## src/hw/rtl/tbds_pkg.sv

```systemverilog
package tbds_pkg;

  localparam int QueueDepthDefault   = 64;
  localparam int NumQueuesDefault    = 4;
  localparam int MaxOpenPagesDefault = 4;
  localparam int PageShiftDefault    = 10;
  localparam int NumBanksDefault     = 8;

  localparam int CfgWidth   = 16;
  localparam int CfgIdxW    = 3;
  localparam int TokW       = 64;
  localparam int NowW       = 48;
  localparam int QuotaW     = 16;
  localparam int AddrW      = 32;
  localparam int SeqW       = 32;
  localparam int ReqW       = 2;

  localparam logic [TokW-1:0] TokenBias = {1'b1, {(TokW-1){1'b0}}};

  typedef enum logic [1:0] {
    KIND_INSERT = 2'd0,
    KIND_ISSUE  = 2'd1,
    KIND_REPORT = 2'd2,
    KIND_NOP    = 2'd3
  } kind_t;

  typedef enum logic [1:0] {
    CMD_NONE     = 2'd0,
    CMD_REQUEST  = 2'd1,
    CMD_ACTIVATE = 2'd2,
    CMD_CLOSE    = 2'd3
  } cmd_t;

  typedef enum logic [2:0] {
    REG_CAPACITY   = 3'd0,
    REG_STARVATION = 3'd1,
    REG_READY      = 3'd2,
    REG_TOKENS_EN  = 3'd3,
    REG_QUOTA0     = 3'd4,
    REG_QUOTA1     = 3'd5,
    REG_QUOTA2     = 3'd6,
    REG_QUOTA3     = 3'd7
  } reg_idx_t;

  typedef enum logic [2:0] {
    ST_IDLE,
    ST_REFILL,
    ST_SCAN,
    ST_DECIDE,
    ST_SHIFT,
    ST_OUT
  } state_t;

  typedef struct packed {
    logic [ReqW-1:0]  req;
    logic [AddrW-1:0] addr;
    logic [SeqW-1:0]  seq;
  } entry_t;

  // control from sequencer to the cell row
  typedef struct packed {
    logic append;
    logic shift;
    logic rotate;
  } row_ctrl_t;

endpackage

```

## src/hw/rtl/tbds_cell.sv

```systemverilog
module tbds_cell
  import tbds_pkg::*;
(
  input  logic      clk,
  input  row_ctrl_t ctrl,
  input  logic      take_new,
  input  entry_t    new_entry,
  input  logic      skip,
  input  entry_t    from_next,
  output entry_t    entry
);

  // rotate: hand to neighbor, one step per cycle; shift: close gap at chosen slot
  always_ff @(posedge clk) begin
    if (ctrl.append && take_new) begin
      entry <= new_entry;
    end else if (ctrl.rotate || (ctrl.shift && skip)) begin
      entry <= from_next;
    end
  end

endmodule

```

## config.mk

```make
export PLATFORM = sky130hd
export DESIGN_NAME = tbds_cell
export DESIGN_NICKNAME = d
export VERILOG_FILES = /design/src/hw/rtl/tbds_pkg.sv /design/src/hw/rtl/tbds_cell.sv
export SDC_FILE = /design/constraint.sdc
export NUM_CORES = 1
export LEC_CHECK = 0
export ABC_AREA = 1
export BUFFER_PORTS_ARGS = -buffer_cell sky130_fd_sc_hd__buf_4
export CORE_ASPECT_RATIO = 0.8
export CORE_MARGIN = 10
export CORE_UTILIZATION = 30
export DETAILED_ROUTE_END_ITERATION = 16
export PLACE_DENSITY = 0.71
export SLEW_MARGIN = 30
export SYNTH_ARGS = -nofsm -noshare
export SYNTH_HDL_FRONTEND = slang
export SYNTH_SLANG_ARGS = --single-unit
export TNS_END_PERCENT = 50
```

## constraint.sdc

```tcl
create_clock -name clk -period 3.7 [get_ports clk]
set_input_delay 0.74 -clock clk [delete_from_list [all_inputs] [get_ports clk]]
set_output_delay 0.74 -clock clk [all_outputs]
set_load 0.02 [all_outputs]
```

# ---- Word level (Yosys, flattened, before mapping)
# Cells that the tools add are included.
dict set report word_totals {
  register_bits 66
  out_inout_bits 66
  input_bits 138
}
dict set report classes {
  reduce_logical 4
  n_mux 2
}
# cell n
set op_table {}
lappend op_table {{$mux W66} 2}
lappend op_table {{$logic_and A1 B1 Y1} 2}
lappend op_table {{$reduce_bool A2 Y1} 1}
lappend op_table {{$logic_or A1 B1 Y1} 1}

# ---- Depth between registers and ports, before layout
# Gate-level depths: netlist (run 1).
dict set report depth {
  depth_word 4
  depth_mapped 5
  depth_no_buf 3
}

# ---- Worst setup path before layout (run 1)
# No wires, ideal clock.
dict set report synth_path {
  path_type {in2reg}
  start {input ctrl[2] (netlist name)}
  end {register entry[0] (netlist name) (enable)}
  path_stages 4
  arrival_time_ns 2.676
  n_path_buf 2
  t_required_ns 2.830
  setup_slack_ns 0.154
  cell_sequence {nand2_1 -> buf_4 -> buf_2 -> nand3_1}
}
dict set report synth_between {
  elab_chain_len 2
}
# element line_no
set synth_lines {}
lappend synth_lines {{start, declared} tbds_cell.sv:5} ;# input row_ctrl_t ctrl,
lappend synth_lines {{$logic_and A1 B1 Y1} tbds_cell.sv:15} ;# if (ctrl.append && take_new) begin
lappend synth_lines {{$reduce_bool A2 Y1 (no source line)} --}
lappend synth_lines {{end signal, assigned} tbds_cell.sv:16} ;# entry <= new_entry;
lappend synth_lines {{end signal, assigned} tbds_cell.sv:18} ;# entry <= from_next;
lappend synth_lines {{end, declared} tbds_cell.sv:10} ;# output entry_t entry
# No other way between the ends.
# A chain may end at the register's enable or synchronous reset.

# ---- Worst setup path after layout (run 1)
dict set report layout_path {
  start {input ctrl[2] (netlist name)}
  end {register entry[49] (netlist name) (enable)}
}
# Same word-level chain as after synthesis.

==> impl_metrics.csv, run 1 <==
group,metric,value,unit
run_status,status,"finished clean",
synthesis,syn-cell-area,2940,um^2
clock_tree,clk_path_buf_depth,2,
global_routing,grt_pass1_vias,2704,
synthesis,yosysSeqAreaShare,67.5,%
global_routing,grt_max_degree,67,
clock_tree,htree_levels,3,
sta,slew-limit-headroom,39.9,%
clock_tree,cts.sinks,66,
synthesis,ys.warnings.count,0,
sta,rsz0062_at_grt,"no",
clock_tree,numCtsBuffers,9,
synthesis,synth_nets,427,
drt,drt_pass1_iterations,6,
layout,insertedDiodeCount,0,
power_and_ir_drop,p_per_area,506,nW/um^2
layout,largest_reg_flops,66,
die,fp.dieW,131,um
synthesis,syn_inst,289,
global_routing,grt_antenna_before_repair,0,
placed_design,routabilityCongestion,0.770,
power_and_ir_drop,ir_worst_vdd,0.251,mV
synthesis,synthTopCellsByArea,"edfxtp_1, nand2_1, nand3_1",
die,core,9610,um^2
worst_setup_path,crit_chain,"buf_4 > nand2_2 > nand3_4",
clock_tree,cts.repair.resized,0,
sta,max_slew.worst_pin.slew,0.901,ns
drt,dr.first_iter.drc_count,98,
sta,whs,0.683,ns
die,std_cell_rows,32,
worst_setup_path,path_delay_family,"simple AND/OR/NAND/NOR gates",
layout,nets,623,
synthesis,synth_common_cells,"nand2_1, nand3_1, edfxtp_1",
sta,hold_viol,0,
worst_setup_path,startpoint_type,"input pin",
drt,wl_per_cell,15.8,um
synthesis,synth.largest_area_cell,"edfxtp_1",
synthesis,yosys.area.top_type_share,67.5,%
clock_tree,path_clk_slew,0.05,ns
clock_tree,cts_hold_buf,0,
worst_hold_path,hp-class,"in2reg",
drt,routed_via_density,4.49,
layout,postLayoutCellArea,4890,um^2
clock_tree,cts_tree,"built",
worst_setup_path,cp.arrival,1.68,ns
sta,slew_viol_final,0,
layout,syn2layout_area_growth,66.7,%
placed_design,hpwl,7.46,mm
clock_tree,post-cts-setup-buffers,0,
global_routing,track_usage,12.3,%
sta,setup_tns,0,ns
placed_design,post_dp_cell_area,4530,um^2
sta,layout_worst_path_cycle_share,51.0,%
flow_run,maxCapViolations,0,
drt,ant_nets,0,
die,num_io_pins,204,
sta,setup_viol,0,
synthesis,synth-main-ff-cell,"edfxtp_1",
placed_design,placed_cells,593,
synthesis,postSynthAreaPerCell,10.2,um^2
drt,route.vias.total,2732,
sta,final.min_clock_period,1.89,ns
synthesis,yosysMostFrequentCell,"nand2_1",
worst_setup_path,crit_slowest_cell,"nand3_4",
layout,drive_gt1_share,45.3,%
synthesis,ys_ff_latch,66,
layout,largestRegisters,"entry (66)",
die,die_height,108,um
worst_setup_path,critPathKind,"in2reg",
synthesis,synthArstFlopShare,0,%
drt,drt-total-wl,9.65,mm
placed_design,numPortBuffers,203,
clock_tree,cts_root_buf,"clkbuf_16",
die,initial_utilization,30.5,%
worst_setup_path,critPathMaxFanout,66,
layout,fill_cells,875,
layout,layout.cells.non_filler,609,
sta,fmax,530,MHz
layout,top_register,"entry",
synthesis,synth_cell_types,8,
global_routing,grt_first_pass_wirelength,13.5,mm
worst_setup_path,cp-end-kind,"flip-flop",
worst_setup_path,cp_num_buf_inv,1,
global_routing,overflow,0,
power_and_ir_drop,p_leak,2.42,nW
worst_setup_path,crit_required,3.49,ns
worst_setup_path,critPathMaxStageDelay,0.65,ns
die,dieArea,14200,um^2
drt,drcViolationCount,0,
synthesis,synth_edf_count,66,
-- routing by layer --
| metal | vias up | share of wire, % | global-route usage [%] |
|---|---|---|---|
| met5 | - | 0 | 0 |
| met4 | 0 | 1.1 | 4.04 |
| met3 | 10 | 15 | 7.63 |
| met2 | 147 | 46 | 20.1 |
| met1 | 1199 | 38 | 12.8 |
| li1 | 1376 | - | - |
-- metrics by stage --
step | setup slack [ns] | power, W | util, %
2_1_floorplan | 0.154 | 0.00120 | -
3_3_place_gp | 1.48 | 0.00148 | 47.2
3_5_place_dp | 1.44 | 0.00149 | 47.2
4_1_cts | 1.79 | 0.00251 | 50.9
5_1_grt | 1.71 | 0.00258 | 50.9
6_report | 1.81 | 0.00248 | 50.9
-- kinds of logic (layout without fill, tap and decap cells) --
family	count (synthesis)	count (layout)	synth area share, %
DFF	66	66	67.5
buffers and inverters	22	223	3.92
and+or+nand+nor	201	201	28.6
-- layout make-up --
cell class	instances	area (um^2)	area share [%]
flip-flops and latches	66	1980	40.5
repair buffers	206	1550	31.6
multi-input cells	201	853	17.4
clock buffers	10	229	4.68
well taps	119	149	3.04
clock inverters	6	129	2.63
inverters	1	3.75	0.0767
-- path summary, 6_finish.rpt --
kind / startpoint / end / slack (ns) / cells past startpoint
setup / recovery: ctrl[2] / entry[49]$_DFFE_PP_ / 1.81 / 3
hold / removal: from_next[13] / entry[13]$_DFFE_PP_ / 0.68 / 3
-- placed cells by master (no fill, tap or decap) --
cell / synthesis / layout
clkbuf_16: 0 / 9
clkinv_2: 0 / 1
clkinv_1: 0 / 1
nand2_2: 0 / 1
clkbuf_1: 4 / 1
inv_1: 1 / 1
nand2_1: 134 / 133
nand3_1: 67 / 66
edfxtp_1: 66 / 66
bufinv_16: 0 / 4
buf_4: 6 / 206
nand3_4: 0 / 1
-- power by group --
part / switching, W / internal [W] / leakage (nW)
Clock: 0.000287 / 0.000722 / 0.174
Combinational: 0.000272 / 0.000232 / 1.57
Sequential: 0.0000263 / 0.000937 / 0.674
No activity file was read; power rests on OpenSTA's default activity.
==> run 2, diff against run 1 <==
PLACE_DENSITY = 0.68   (was 0.71)
clock period = 1.95 ns   (was 3.7 ns; I/O delays follow)
==> run 2 against run 1 <==
- non-clock buffer count rose by 2
- die area did not move
- clock power rose by 36%
- final area fell by 1.6%
- setup slack got worse by 1.1 ns
- combinational power rose by 90%
- cell count did not move
- sequential share of layout area rose by 0.67 points
- core utilization fell by 0.83 points
- flip-flop and latch count did not move
- worst hold slack got worse by 0.35 ns
- critical path depth fell by 2
==> impl_metrics.csv, run 2 (synthesized netlist as in run 1, its figures left out) <==
group,metric,value,unit
run_status,status,"finished clean",
clock_tree,cts_hold_buf,0,
die,core,9610,um^2
clock_tree,cts.sinks,66,
worst_setup_path,critPathKind,"reg2out",
die,die_height,108,um
layout,seqCellArea,1980,um^2
layout,largest_reg_flops,66,
clock_tree,post-cts-setup-buffers,0,
sta,layout_worst_path_cycle_share,65.4,%
clock_tree,htree_levels,3,
global_routing,grt_max_degree,67,
layout,fin_util,50.1,%
drt,ant_nets,0,
sta,max_slew.worst_pin.slew,0.699,ns
layout,largestRegisters,"entry (66)",
placed_design,routabilityCongestion,0.749,
clock_tree,cts.repair.resized,0,
placed_design,post_dp_cell_area,4560,um^2
die,fp.dieW,131,um
worst_hold_path,hp-start,"from_next[34]",
clock_tree,clk_path_buf_depth,2,
power_and_ir_drop,ir_worst_vdd,0.353,mV
die,num_io_pins,204,
sta,slew-limit-headroom,53.4,%
drt,drt_pass1_iterations,4,
worst_setup_path,crit_chain,"buf_4",
worst_setup_path,critPathMaxStageDelay,0.39,ns
drt,route.vias.total,2769,
global_routing,grt_pass1_vias,2856,
placed_design,numPortBuffers,203,
drt,dr.first_iter.drc_count,142,
drt,drt-total-wl,10.1,mm
worst_setup_path,cp.arrival,0.88,ns
power_and_ir_drop,p_leak,2.38,nW
clock_tree,cts_tree,"built",
layout,layout_common_cells,"buf_4, nand2_1, nand3_1, edfxtp_1, clkbuf_16",
global_routing,grt_first_pass_wirelength,14.8,mm
sta,slew_viol_final,0,
global_routing,track_usage,13.3,%
sta,rsz0062_at_grt,"no",
worst_setup_path,path_delay_family,"flip-flops",
placed_design,hpwl,7.56,mm
drt,routed_via_density,4.55,
layout,multi_input_area,853,um^2
sta,fmax,784,MHz
worst_setup_path,critPathMaxFanout,1,
power_and_ir_drop,total_power,0.00416,W
sta,final.min_clock_period,1.27,ns
layout,drive_gt1_share,45.3,%
die,std_cell_rows,32,
sta,hold_viol,0,
flow_run,maxCapViolations,0,
clock_tree,path_clk_slew,0.05,ns
global_routing,grt_antenna_before_repair,0,
power_and_ir_drop,p_per_area,864,nW/um^2
global_routing,overflow,0,
layout,insertedDiodeCount,0,
placed_design,placed_cells,595,
worst_setup_path,crit_slowest_cell,"edfxtp_1",
sta,setup_viol,0,
layout,syn2layout_area_growth,63.9,%
sta,setup_tns,0,ns
worst_setup_path,cp-end-kind,"primary output",
worst_setup_path,cp_num_buf_inv,1,
layout,fill_cells,908,
layout,top_register,"entry",
worst_hold_path,holdPathStages,3,
layout,postLayoutCellArea,4810,um^2
drt,drcViolationCount,0,
clock_tree,cts_root_buf,"clkbuf_16",
worst_hold_path,min_to,"entry[34]$_DFFE_PP_",
worst_setup_path,crit_required,1.56,ns
clock_tree,numCtsBuffers,9,
layout,layout.cells.non_filler,609,
drt,wl_per_cell,16.5,um
layout,final_common_cell,"buf_4",
die,dieArea,14200,um^2
die,initial_utilization,30.5,%
worst_setup_path,startpoint_type,"flip-flop",
worst_hold_path,hp-class,"in2reg",
layout,nets,625,
## run 2: per-stage QoR
step	setup slack, ns	hold WS (ns)
floorplan	0.127	0.569
global placement	0.486	0.654
detailed placement	0.449	0.657
CTS	0.657	0.321
global route	0.644	0.326
finish	0.675	0.336
## run 2: routing by layer
layer  vias up  GRT usage, %  routed length [um]
met4         0          4.52                  76
met5         -             0                   0
met3         5          5.38                1040
met1      1267          14.7                3740
met2       120          22.7                5210
li1       1377             -                   -
## run 2: cell type report
class	instances	area share, %
flip-flops and latches	66	41.2
repair buffers	208	32.7
multi-input cells	201	17.7
clock buffers	10	4.76
well taps	119	3.09
clock inverters	4	0.442
inverters	1	0.0780
## run 2: power by group
part	internal (W)	leakage (nW)	switching, W
Sequential	0.00178	0.674	0.0000534
Clock	0.000835	0.122	0.000538
Combinational	0.000446	1.59	0.000510
## run 2: how the worst max path moves through the flow
stage / start / end / slack, ns / cells after the start
floorplan: ctrl[2] / entry[0]$_DFFE_PP_ / 0.13 / 4
global placement: take_new / entry[36]$_DFFE_PP_ / 0.49 / 4
detailed placement: take_new / entry[36]$_DFFE_PP_ / 0.45 / 4
CTS: entry[10]$_DFFE_PP_ / entry[10] / 0.66 / 1
global route: entry[10]$_DFFE_PP_ / entry[10] / 0.64 / 1
finish: entry[51]$_DFFE_PP_ / entry[51] / 0.68 / 1
==> run 3, diff against run 2 <==
clock period = 1.3 ns   (was 1.95 ns; I/O delays follow)
==> run 3 against run 2 <==
- clock power rose by 68%
- non-clock buffer count rose by 2
- setup slack got worse by 0.53 ns
==> impl_metrics.csv, run 3 (synthesized netlist as in run 1, its figures left out) <==
group,metric,value,unit
clock_tree,htree_levels,3,
worst_hold_path,min_to,"entry[6]$_DFFE_PP_",
sta,fmax,863,MHz
global_routing,grt_antenna_before_repair,0,
clock_tree,cts_hold_buf,0,
global_routing,track_usage,13.7,%
placed_design,routabilityCongestion,0.825,
layout,nets,627,
clock_tree,path_clk_slew,0.06,ns
drt,routed_via_density,4.61,
layout,final_common_cell,"buf_4",
die,dieArea,14200,um^2
placed_design,hpwl,8.13,mm
drt,drcViolationCount,0,
drt,route.vias.total,2823,
layout,fill_cells,908,
worst_setup_path,critPathMaxStageDelay,0.40,ns
sta,final.min_clock_period,1.16,ns
worst_setup_path,critPathMaxFanout,1,
worst_setup_path,cp.arrival,0.90,ns
sta,slew_viol_final,0,
drt,drt-total-wl,10.3,mm
global_routing,grt_max_degree,52,
clock_tree,clk_path_buf_depth,2,
power_and_ir_drop,netSwitchingFraction,26.0,%
power_and_ir_drop,p_comb_share,22.6,%
worst_setup_path,crit_chain,"buf_4",
drt,ant_nets,0,
worst_hold_path,hp-class,"in2reg",
clock_tree,numCtsBuffers,9,
die,num_io_pins,204,
layout,syn2layout_area_growth,67.1,%
clock_tree,cts.repair.resized,0,
drt,drt_pass1_iterations,4,
power_and_ir_drop,total_power,0.00652,W
layout,largest_reg_flops,66,
sta,setup_viol,0,
layout,insertedDiodeCount,0,
layout,largestRegisters,"entry (66)",
power_and_ir_drop,p_clk_share,35.3,%
sta,layout_worst_path_cycle_share,89.2,%
flow_run,maxCapViolations,0,
layout,top_register,"entry",
drt,dr.first_iter.drc_count,175,
worst_setup_path,cp-end-kind,"primary output",
worst_setup_path,crit_required,1.04,ns
run_status,status,"finished clean",
sta,max_slew.worst_pin.slew,0.446,ns
sta,slew-limit-headroom,70.3,%
layout,layout_common_cells,"buf_4, nand2_1, nand3_1, edfxtp_1, clkbuf_16",
layout,fin_util,51.0,%
layout,drive_gt1_share,45.5,%
worst_setup_path,critPathKind,"reg2out",
power_and_ir_drop,ir_worst_vdd,0.542,mV
placed_design,numPortBuffers,203,
die,fp.dieW,131,um
power_and_ir_drop,p_leak,2.42,nW
global_routing,grt_first_pass_wirelength,14.9,mm
worst_setup_path,crit_slowest_cell,"edfxtp_1",
sta,rsz0062_at_grt,"no",
worst_hold_path,holdPathStages,3,
drt,wl_per_cell,16.8,um
power_and_ir_drop,p_switching,0.00169,W
power_and_ir_drop,p_int,0.00482,W
die,core,9610,um^2
worst_setup_path,path_delay_family,"flip-flops",
global_routing,overflow,0,
sta,hold_viol,0,
clock_tree,cts_root_buf,"clkbuf_16",
clock_tree,cts_tree,"built",
global_routing,grt_pass1_vias,2809,
die,initial_utilization,30.5,%
die,die_height,108,um
power_and_ir_drop,p_per_area,1330,nW/um^2
clock_tree,cts.sinks,66,
die,std_cell_rows,32,
worst_setup_path,startpoint_type,"flip-flop",
worst_hold_path,hp-start,"from_next[6]",
power_and_ir_drop,seqPwrFrac,42.0,%
worst_setup_path,cp_num_buf_inv,1,
clock_tree,post-cts-setup-buffers,0,
[run 3: changes by cell type in the layout (fill, tap and decap cells not counted), sizes merged]
cell | previous run | this run
clkbuf | 10 | 11
bufinv | 0 | 1
buf | 208 | 210
[run 3: worst max-delay path by stage]
stage / start / end / cells after the start / slack [ns]
floorplan: ctrl[2] / entry[0]$_DFFE_PP_ / 4 / -0.23
global placement: ctrl[2] / entry[43]$_DFFE_PP_ / 4 / 0.14
detailed placement: ctrl[2] / entry[43]$_DFFE_PP_ / 4 / 0.11
CTS: entry[24]$_DFFE_PP_ / entry[24] / 1 / 0.12
global route: entry[24]$_DFFE_PP_ / entry[24] / 1 / 0.11
finish: entry[24]$_DFFE_PP_ / entry[24] / 1 / 0.14
[run 3: stage by stage]
stage          setup slack [ns]  TNS, ns  cell area (um^2)  hold WS (ns)  std cells
2_1_floorplan            -0.231   -15.23              2970         0.439        289
3_3_place_gp              0.139        0              4620         0.524        597
3_5_place_dp              0.113        0              4620         0.529        597
4_1_cts                   0.120        0              4900         0.189        613
5_1_grt                   0.105        0              4900         0.193        613
6_report                  0.141        0              4900         0.204        613
[run 3: layout make-up]
cell class	count	area [um^2]	area share, %
timing repair buffer	210	1610	32.9
inverter	1	3.75	0.0766
clock inverter	5	55.1	1.12
clock buffer	11	233	4.75
sequential	66	1980	40.4
tap	119	149	3.04
multi-input combinational	201	867	17.7
[run 3: power by group through the flow]
stage          registers, W  logic, W  clock network, W
5_1_grt             0.00277   0.00158           0.00247
3_3_place_gp        0.00278   0.00148                 0
4_1_cts             0.00274   0.00149           0.00238
3_5_place_dp        0.00278   0.00149                 0
6_report            0.00274   0.00147           0.00230
2_1_floorplan       0.00313  0.000284                 0
[run 3: layer usage]
layer | global-route usage [%] | routed length, um | part of all wire [%]
met1 | 14.9 | 3870 | 38
met2 | 22.0 | 4850 | 47
met3 | 8.27 | 1490 | 14
met4 | 3.72 | 103 | 1.0
met5 | 0 | 0 | 0
